## config.mk

```make
export PLATFORM = sky130hd
export DESIGN_NAME = priority_sorted_handler_chain_flat
export DESIGN_NICKNAME = d
export VERILOG_FILES = /design/src/hw/rtl/psh_pkg.sv /design/src/hw/rtl/psh_req_if.sv /design/src/hw/rtl/psh_rsp_if.sv /design/src/hw/rtl/psh_ram.sv /design/src/hw/rtl/priority_sorted_handler_chain.sv /design/src/flat_wrapper.sv
export SDC_FILE = /design/constraint.sdc
export NUM_CORES = 1
export LEC_CHECK = 0
export BUFFER_PORTS_ARGS = -buffer_cell sky130_fd_sc_hd__buf_2
export CAP_MARGIN = 20
export CORE_ASPECT_RATIO = 0.9
export CORE_MARGIN = 2
export CORE_UTILIZATION = 45
export CTS_BUF_LIST = sky130_fd_sc_hd__clkbuf_8 sky130_fd_sc_hd__clkbuf_16
export CTS_CLUSTER_SIZE = 16
export DETAILED_ROUTE_END_ITERATION = 16
export GPL_TIMING_DRIVEN = 0
export SYNTH_ARGS = -nofsm -noshare
export SYNTH_HDL_FRONTEND = slang
export SYNTH_SLANG_ARGS = --single-unit
```

## constraint.sdc

```tcl
create_clock -name clk -period 10.75 [get_ports clk]
set_input_delay 0.5375 -clock clk [delete_from_list [all_inputs] [get_ports clk]]
set_output_delay 0.5375 -clock clk [all_outputs]
set_load 0.01 [all_outputs]
```

## src/hw/rtl/psh_pkg.sv

```systemverilog
// ----------------------------------------------------------------------------
// psh_pkg: shared types and constants of the priority-sorted handler chain
// Request and response codes, sequencer states and the stored entry layout.
// ----------------------------------------------------------------------------
`default_nettype none

package psh_pkg;

	localparam int CHAIN_DEPTH = 16;
	localparam int ELEM_W      = 32;
	localparam int PRIO_W      = 32;
	localparam int COUNT_W     = 5;
	localparam int STATUS_W    = 3;

	// request kinds
	localparam logic KIND_ENQ = 1'b0;
	localparam logic KIND_DEQ = 1'b1;

	typedef enum logic [STATUS_W-1:0] {
		ST_REGISTERED = 3'd0,
		ST_REMOVED    = 3'd1,
		ST_NOT_FOUND  = 3'd2,
		ST_DROPPED    = 3'd3,
		ST_IGNORED    = 3'd4
	} status_t;

	typedef enum logic [1:0] {
		S_IDLE,
		S_REMOVE,
		S_INSERT,
		S_FINISH
	} state_t;

	typedef struct packed {
		logic [PRIO_W-1:0] prio;
		logic [ELEM_W-1:0] elem;
	} entry_t;

endpackage

`default_nettype wire

```

## src/hw/rtl/psh_req_if.sv

```systemverilog
// ----------------------------------------------------------------------------
// psh_req_if: request channel of the handler chain
// Valid/ready handshake carrying the kind, priority and element address.
// ----------------------------------------------------------------------------
`default_nettype none

interface psh_req_if;
	logic                        valid;
	logic                        ready;
	logic                        kind;
	logic [psh_pkg::PRIO_W-1:0]  priority_req;
	logic [psh_pkg::ELEM_W-1:0]  element;

	modport source (output valid, output kind, output priority_req, output element,
		input ready);
	modport sink (input valid, input kind, input priority_req, input element,
		output ready);
endinterface

`default_nettype wire

```

## src/hw/rtl/psh_rsp_if.sv

```systemverilog
// ----------------------------------------------------------------------------
// psh_rsp_if: response channel of the handler chain
// Valid/ready handshake carrying the status code and the entry count.
// ----------------------------------------------------------------------------
`default_nettype none

interface psh_rsp_if;
	logic                          valid;
	logic                          ready;
	logic [psh_pkg::STATUS_W-1:0]  status;
	logic [psh_pkg::COUNT_W-1:0]   count;

	modport source (output valid, output status, output count, input ready);
	modport sink (input valid, input status, input count, output ready);
endinterface

`default_nettype wire

```

## src/hw/rtl/psh_ram.sv

```systemverilog
// ----------------------------------------------------------------------------
// psh_ram: generic single-clock RAM
// One write port and one read port, read data registered.
// ----------------------------------------------------------------------------
`default_nettype none

module psh_ram #(
	parameter int WIDTH = $bits(psh_pkg::entry_t),
	parameter int DEPTH = psh_pkg::CHAIN_DEPTH
) (
	input  wire logic                      clk,
	input  wire logic                      we,
	input  wire logic [$clog2(DEPTH)-1:0]  waddr,
	input  wire logic [WIDTH-1:0]          wdata,
	input  wire logic [$clog2(DEPTH)-1:0]  raddr,
	output logic      [WIDTH-1:0]          rdata
);

	logic [WIDTH-1:0] mem [DEPTH];

	always_ff @(posedge clk) begin
		if (we) begin
			mem[waddr] <= wdata;
		end
		rdata <= mem[raddr];
	end

endmodule

`default_nettype wire

```

## src/hw/rtl/priority_sorted_handler_chain.sv

```systemverilog
// ----------------------------------------------------------------------------
// priority_sorted_handler_chain: bounded priority-sorted list of handlers
// Sorted insertion and removal of element addresses held in one RAM.
// ----------------------------------------------------------------------------
// usage
//   req channel: one request carries kind (enqueue or dequeue), priority and
//   element address; it is taken when req.valid and req.ready are both high
//   rsp channel: exactly one response per request with a status code and the
//   number of entries afterwards, in request order
//   the list lives in a RAM with a registered read; a request first walks the
//   list to drop an existing copy, then an enqueue with room walks down from
//   the tail shifting entries up to its slot on the list left after the drop,
//   and S_FINISH loads the response; the walks use the single RAM read port;
//   a full list holds 16 entries; a dequeue answers after the removal walk,
//   and an ignored zero enqueue skips both walks and goes straight to S_FINISH
//   one request is worked at a time; req.ready is high only while idle
//   a finished response sits in the output register; a new request may be
//   taken while it waits, but its own response holds until rsp.ready frees
//   the register
//   reset empties the list by clearing the count; RAM contents stay as they
//   are and are never read before being written, so no clearing pass runs
// ----------------------------------------------------------------------------
`default_nettype none

module priority_sorted_handler_chain #(
	parameter int CHAIN_DEPTH = psh_pkg::CHAIN_DEPTH
) (
	input  wire logic   clk,
	input  wire logic   arst_n,
	psh_req_if.sink     req,
	psh_rsp_if.source   rsp
);

	localparam int AW = $clog2(CHAIN_DEPTH);
	localparam int CW = $clog2(CHAIN_DEPTH + 1);
	localparam int EW = $bits(psh_pkg::entry_t);

	// sequencer state
	psh_pkg::state_t   state_q, state_d;
	logic [CW-1:0]     cnt_q, cnt_d;
	logic [CW-1:0]     idx_q, idx_d;      // next read position of the walk
	logic [AW-1:0]     at_q, at_d;        // free slot while shifting up
	logic              found_q, found_d;  // old copy already passed
	psh_pkg::status_t  status_q, status_d;

	// read in flight, data shows next cycle
	logic              pend_s1, pend_d;
	logic [AW-1:0]     tag_s1, tag_d;

	// request payload
	logic                        kind_q;
	logic [psh_pkg::PRIO_W-1:0]  prio_q;
	logic [psh_pkg::ELEM_W-1:0]  elem_q;

	// response register
	logic                          out_valid_q;
	logic [psh_pkg::STATUS_W-1:0]  out_status_q;
	logic [psh_pkg::COUNT_W-1:0]   out_count_q;
	logic                          load_out;

	// ram port
	logic               ram_we;
	logic [AW-1:0]      ram_waddr;
	psh_pkg::entry_t    ram_wdata;
	logic [AW-1:0]      ram_raddr;
	psh_pkg::entry_t    ram_rdata;
	logic [EW-1:0]      ram_rdata_raw;

	logic               accept;
	logic [CW-1:0]      cnt_rm;
	logic [CW-1:0]      idx_m1;
	logic [CW+4:0]      cnt_ext;

	assign accept    = req.valid && req.ready;
	assign req.ready = (state_q == psh_pkg::S_IDLE);
	assign ram_rdata = psh_pkg::entry_t'(ram_rdata_raw);

	// count after the removal walk
	assign cnt_rm  = found_q ? (cnt_q - CW'(1)) : cnt_q;
	assign idx_m1  = idx_q - CW'(1);
	// the reported count is the low five bits
	assign cnt_ext = {5'b0, cnt_q};

	psh_ram #(
		.WIDTH (EW),
		.DEPTH (CHAIN_DEPTH)
	) u_ram (
		.clk   (clk),
		.we    (ram_we),
		.waddr (ram_waddr),
		.wdata (ram_wdata),
		.raddr (ram_raddr),
		.rdata (ram_rdata_raw)
	);

	always_comb begin
		state_d   = state_q;
		cnt_d     = cnt_q;
		idx_d     = idx_q;
		at_d      = at_q;
		found_d   = found_q;
		status_d  = status_q;
		pend_d    = 1'b0;
		tag_d     = tag_s1;
		ram_we    = 1'b0;
		ram_waddr = '0;
		ram_wdata = ram_rdata;
		ram_raddr = '0;
		load_out  = 1'b0;

		unique case (state_q)
			psh_pkg::S_IDLE: begin
				if (req.valid) begin
					idx_d   = '0;
					found_d = 1'b0;
					if (req.kind == psh_pkg::KIND_ENQ && req.element == '0) begin
						status_d = psh_pkg::ST_IGNORED;
						state_d  = psh_pkg::S_FINISH;
					end else begin
						state_d = psh_pkg::S_REMOVE;
					end
				end
			end

			psh_pkg::S_REMOVE: begin
				// stream reads upward through the live entries
				if (idx_q < cnt_q) begin
					ram_raddr = idx_q[AW-1:0];
					pend_d    = 1'b1;
					tag_d     = idx_q[AW-1:0];
					idx_d     = idx_q + CW'(1);
				end
				if (pend_s1) begin
					if (found_q) begin
						// close the gap: entry moves down one slot
						ram_we    = 1'b1;
						ram_waddr = tag_s1 - AW'(1);
						ram_wdata = ram_rdata;
					end else if (ram_rdata.elem == elem_q) begin
						found_d = 1'b1;
					end
				end else if (idx_q == cnt_q) begin
					cnt_d = cnt_rm;
					if (kind_q == psh_pkg::KIND_DEQ) begin
						status_d = found_q ? psh_pkg::ST_REMOVED : psh_pkg::ST_NOT_FOUND;
						state_d  = psh_pkg::S_FINISH;
					end else if (cnt_rm >= CW'(CHAIN_DEPTH)) begin
						status_d = psh_pkg::ST_DROPPED;
						state_d  = psh_pkg::S_FINISH;
					end else begin
						idx_d   = cnt_rm;
						at_d    = cnt_rm[AW-1:0];
						state_d = psh_pkg::S_INSERT;
					end
				end
			end

			psh_pkg::S_INSERT: begin
				// read downward from the tail, one entry ahead
				if (idx_q != '0) begin
					ram_raddr = idx_m1[AW-1:0];
					pend_d    = 1'b1;
					tag_d     = idx_m1[AW-1:0];
					idx_d     = idx_m1;
				end
				if (pend_s1 && ram_rdata.prio > prio_q) begin
					// larger priority value moves up one slot
					ram_we    = 1'b1;
					ram_waddr = tag_s1 + AW'(1);
					ram_wdata = ram_rdata;
					at_d      = tag_s1;
				end else if (pend_s1 || idx_q == '0) begin
					ram_we         = 1'b1;
					ram_waddr      = at_q;
					ram_wdata.prio = prio_q;
					ram_wdata.elem = elem_q;
					cnt_d          = cnt_q + CW'(1);
					status_d       = psh_pkg::ST_REGISTERED;
					pend_d         = 1'b0;
					state_d        = psh_pkg::S_FINISH;
				end
			end

			psh_pkg::S_FINISH: begin
				if (!out_valid_q || rsp.ready) begin
					load_out = 1'b1;
					state_d  = psh_pkg::S_IDLE;
				end
			end

			default: begin
				state_d = psh_pkg::S_IDLE;
			end
		endcase
	end

	always_ff @(posedge clk or negedge arst_n) begin
		if (!arst_n) begin
			state_q     <= psh_pkg::S_IDLE;
			cnt_q       <= '0;
			idx_q       <= '0;
			at_q        <= '0;
			found_q     <= 1'b0;
			status_q    <= psh_pkg::ST_REGISTERED;
			pend_s1     <= 1'b0;
			tag_s1      <= '0;
			out_valid_q <= 1'b0;
		end else begin
			state_q  <= state_d;
			cnt_q    <= cnt_d;
			idx_q    <= idx_d;
			at_q     <= at_d;
			found_q  <= found_d;
			status_q <= status_d;
			pend_s1  <= pend_d;
			tag_s1   <= tag_d;
			if (load_out) begin
				out_valid_q <= 1'b1;
			end else if (rsp.ready) begin
				out_valid_q <= 1'b0;
			end
		end
	end

	// payload registers
	always_ff @(posedge clk) begin
		if (accept) begin
			kind_q <= req.kind;
			prio_q <= req.priority_req;
			elem_q <= req.element;
		end
		if (load_out) begin
			out_status_q <= status_q;
			out_count_q  <= cnt_ext[psh_pkg::COUNT_W-1:0];
		end
	end

	assign rsp.valid  = out_valid_q;
	assign rsp.status = out_status_q;
	assign rsp.count  = out_count_q;

endmodule

`default_nettype wire

```

## src/flat_wrapper.sv

```systemverilog
// flat-port wrapper written by rule: the top's interface ports become plain ports
module priority_sorted_handler_chain_flat 
#(
	parameter int CHAIN_DEPTH = psh_pkg::CHAIN_DEPTH
)
  (clk, arst_n, req_valid, req_kind, req_priority_req, req_element, req_ready, rsp_valid, rsp_status, rsp_count, rsp_ready);
  psh_req_if req_i ();
  psh_rsp_if rsp_i ();
  input  wire logic clk;
  input  wire logic arst_n;
  input wire logic [$bits(req_i.valid)-1:0] req_valid;
  input wire logic [$bits(req_i.kind)-1:0] req_kind;
  input wire logic [$bits(req_i.priority_req)-1:0] req_priority_req;
  input wire logic [$bits(req_i.element)-1:0] req_element;
  output wire logic [$bits(req_i.ready)-1:0] req_ready;
  output wire logic [$bits(rsp_i.valid)-1:0] rsp_valid;
  output wire logic [$bits(rsp_i.status)-1:0] rsp_status;
  output wire logic [$bits(rsp_i.count)-1:0] rsp_count;
  input wire logic [$bits(rsp_i.ready)-1:0] rsp_ready;
  assign req_i.valid = req_valid;
  assign req_i.kind = req_kind;
  assign req_i.priority_req = req_priority_req;
  assign req_i.element = req_element;
  assign req_ready = req_i.ready;
  assign rsp_valid = rsp_i.valid;
  assign rsp_status = rsp_i.status;
  assign rsp_count = rsp_i.count;
  assign rsp_i.ready = rsp_ready;
  priority_sorted_handler_chain #(.CHAIN_DEPTH(CHAIN_DEPTH)) u_core (.clk(clk), .arst_n(arst_n), .req(req_i), .rsp(rsp_i));
endmodule
```

==> impl_metrics.json <==
{
  "status": "complete, no violations",
  "async_reset_ff_frac": 0.02190,
  "cts_setup_buffers": 0,
  "finalCritPeriodShare": 0.5588,
  "worstPathArrival_ns": 6.40,
  "timing.hold.ws_ns": 0.03652,
  "firstDrtPassIters": 5,
  "htree_levels": 3,
  "netlist_instances": 2218,
  "finClkSkew_ns": 0.03356,
  "drive_gt1_frac": 0.3086,
  "rr_worst_depth": 15,
  "synth_seq_cells": 1187,
  "syn_avg_cell_area_um2": 20.72,
  "post_cts_resized": 0,
  "worst-r2r-setup-slack_ns": 4.74,
  "wl_met3_mm": 8.440,
  "slew_headroom": 0.2166,
  "core_um2": 101500,
  "hold_viol": 0,
  "synth_common_cells": "edfxtp_1 (1,097), mux4_2 (256), a22oi_1 (132), nand2_1 (100), dfxtp_1 (64)",
  "rsz0062_at_grt": "false",
  "hold_depth": 1,
  "postRouteAntennaNets": 0,
  "maxCapViolCount": 0,
  "gr-total-overflow": 0,
  "drcViolationCount": 0,
  "clkTransAtPathRegs_ns": 0.06,
  "cellPowerDensity_nw_per_um2": 269.0,
  "grt_pass1_vias": 24380,
  "grt_pass1_wl_mm": 166.0,
  "place_congestion": 0.8179,
  "cts_tree": "yes",
  "rows": 111,
  "startpoint_type": "flop",
  "cp-end-kind": "flop",
  "clock_path_buffers": 3,
  "area_growth_pct": 17.83,
  "critPathMaxFanout": 8,
  "synth_seq_area_share": 0.7589,
  "io_pins": 79,
  "route.vias.total": 23660,
  "grt.total_usage": 0.2191,
  "synth.area.top_cells": "edfxtp_1 (72%), mux4_2 (13%), dfxtp_1 (2.8%)",
  "ir_worst_vdd_v": 0.0001807,
  "period_minus_slack_ns": 6.007,
  "clockRootBuffer": "clkbuf_16",
  "fmax_ghz": 0.1665,
  "timing.rr.end": "u_core.u_ram.mem[13][5]",
  "synthDistinctLibCells": 61,
  "wl_mm": 113.8,
  "r2r-start": "u_core.prio_q[31]",
  "die_y_um": 307.2,
  "clock_latency_ns": 0.71,
  "nNetsFinal": 2765,
  "wl_per_cell_um": 27.70,
  "top_layer": "met4",
  "die_width_um": 340.9,
  "drtIter0Drc": 2798,
  "io_buffers": 78,
  "worst_pin_slew_ns": 1.164,
  "crit_required_ns": 11.14,
  "viasPerCell": 5.761,
  "antenna_found_initial": 0,
  "setup_viol": 0,
  "start_util": 0.4527,
  "p_total_mw": 14.57,
  "hold_path_class": "in -> reg",
  "crit_type": "reg -> reg",
  "wl_met2_mm": 54.33,
  "synth_top_cell_area_share": 0.7168,
  "hold_end": "u_core.elem_q[22]",
  "dp_hpwl_mm": 77.76,
  "finalMaxSlewViolations": 0,
  "numCtsBuffers": 117,
  "synth_edf_count": 1097,
  "synth.most_common_cell": "edfxtp_1",
  "yosysWarnings": 0,
  "die-area_um2": 104700,
  "synthFlopType": "edfxtp_1",
  "worstHoldStart": "req_element[22]",
  "grt_start_max_net_pins": 47,
  "synth_area_um2": 45960,
  "wl_met1_mm": 47.74,
  "cts_num_sinks": 1187,
  "synth_top_cell_by_area": "edfxtp_1",
  "setup-tns-final_ns": 0,
  "syn_nets": 2337,
  "num_antenna_cells": 0,
  "p_leak_nw": 18.61
}
metrics by stage:
stage          setup WS (ns)  instance area, um2  std cells  utilization
5_1_grt                4.562               54150       4107       0.5334
3_5_place_dp           4.720               49890       3856       0.4914
6_report               4.743               54150       4107       0.5334
3_3_place_gp          -8.974               48040       3652       0.4732
2_1_floorplan          1.573               45960       2218            -
4_1_cts                4.658               54070       4099       0.5326
cell type report:
| class | count | area, um2 |
|---|---|---|
| Multi-Input combinational cell | 880 | 10520 |
| Clock buffer | 136 | 3234 |
| Inverter | 50 | 187.7 |
| Timing Repair Buffer | 309 | 2400 |
| Tap cell | 1356 | 1697 |
| Sequential cell | 1187 | 34870 |
| Fill cell | 7843 | 47370 |
| Clock inverter | 88 | 759.5 |
| Buffer | 101 | 478.0 |
sequential cells by signal, summed over array words and instances (netlist names), 2 cells and up:
signal	cells
u_core.u_ram.mem	1024
u_core.u_ram.rdata	64
u_core.elem_q	32
u_core.prio_q	32
u_core.cnt_q	5
u_core.idx_q	5
u_core.rsp.count	5
u_core.at_q	4
u_core.tag_s1	4
u_core.rsp.status	3
u_core.status_q	3
u_core.state_q	2
repair_timing:
item | CTS | global route
hold buffers | 19 | 6
hold endpoints to repair | 44 | 6
endpoints found under the setup margin | 0 | 0
layout by cell type (no fill, tap or decap), types with 14 or more instances in the layout:
| master | instances |
|---|---|
| clkbuf_1 | 36 |
| dfrtp_1 | 26 |
| inv_1 | 87 |
| nand4_1 | 16 |
| a22oi_1 | 132 |
| xnor2_1 | 14 |
| nor2_1 | 19 |
| dfxtp_1 | 64 |
| mux2_2 | 42 |
| buf_4 | 156 |
| clkbuf_8 | 15 |
| clkbuf_16 | 121 |
| xor2_1 | 35 |
| clkinv_2 | 22 |
| nor4_1 | 17 |
| edfxtp_1 | 1097 |
| ha_1 | 50 |
| nand2_1 | 100 |
| buf_2 | 131 |
| o21ai_0 | 20 |
| dlygate4sd3_1 | 25 |
| mux2_1 | 28 |
| buf_6 | 50 |
| a21oi_1 | 32 |
| mux4_2 | 256 |
where the power goes:
part | leakage [nW] | internal (mW) | switching (mW)
combinational | 5.75 | 1.37 | 2.45
clock | 2.10 | 2.41 | 1.73
sequential | 10.8 | 6.40 | 0.213
how the worst max path moves through the flow:
stage	depth (start not counted)	slack, ns	from	end
final	15	4.74	u_core.prio_q[31]	u_core.u_ram.mem[13][5]
after global routing	15	4.56	u_core.prio_q[31]	u_core.u_ram.mem[13][5]
after CTS	15	4.66	u_core.prio_q[31]	u_core.u_ram.mem[13][5]
after detailed placement	15	4.72	u_core.prio_q[31]	u_core.u_ram.mem[13][5]
after global placement	9	-8.97	u_core.prio_q[31]	u_core.u_ram.mem[14][16]
after floorplan	10	1.57	u_core.prio_q[31]	u_core.u_ram.mem[0][0]
cell families after synthesis:
logic type | after synthesis | share of synthesized area
simple gates | 219 | 0.02448
mux | 332 | 0.1439
flops | 1187 | 0.7589
fa+ha+maj | 50 | 0.01361
buf+inv | 151 | 0.01448
xor+xnor | 49 | 0.009339
compound gates | 230 | 0.03531
per-layer routing:
metal / vias up / GRT usage
met5: - / 0
met4: 0 / 0.06188
met3: 180 / 0.04655
met2: 932 / 0.3508
met1: 12480 / 0.3058
li1: 10070 / -
worst max-delay path: stages, from the launching register on:
cell,delay [ns]
edfxtp_1,0.50
inv_1,0.08
ha_1,0.32
nand4_1,0.34
nor4_1,1.08
o311ai_1,0.43
and3_1,0.34
or3_1,0.35
buf_1,0.25
nor4_2,0.78
buf_4,0.31
buf_4,0.20
buf_6,0.16
buf_4,0.18
buf_4,0.19
buf_4,0.19
No activity file was read; power rests on OpenSTA's default activity.
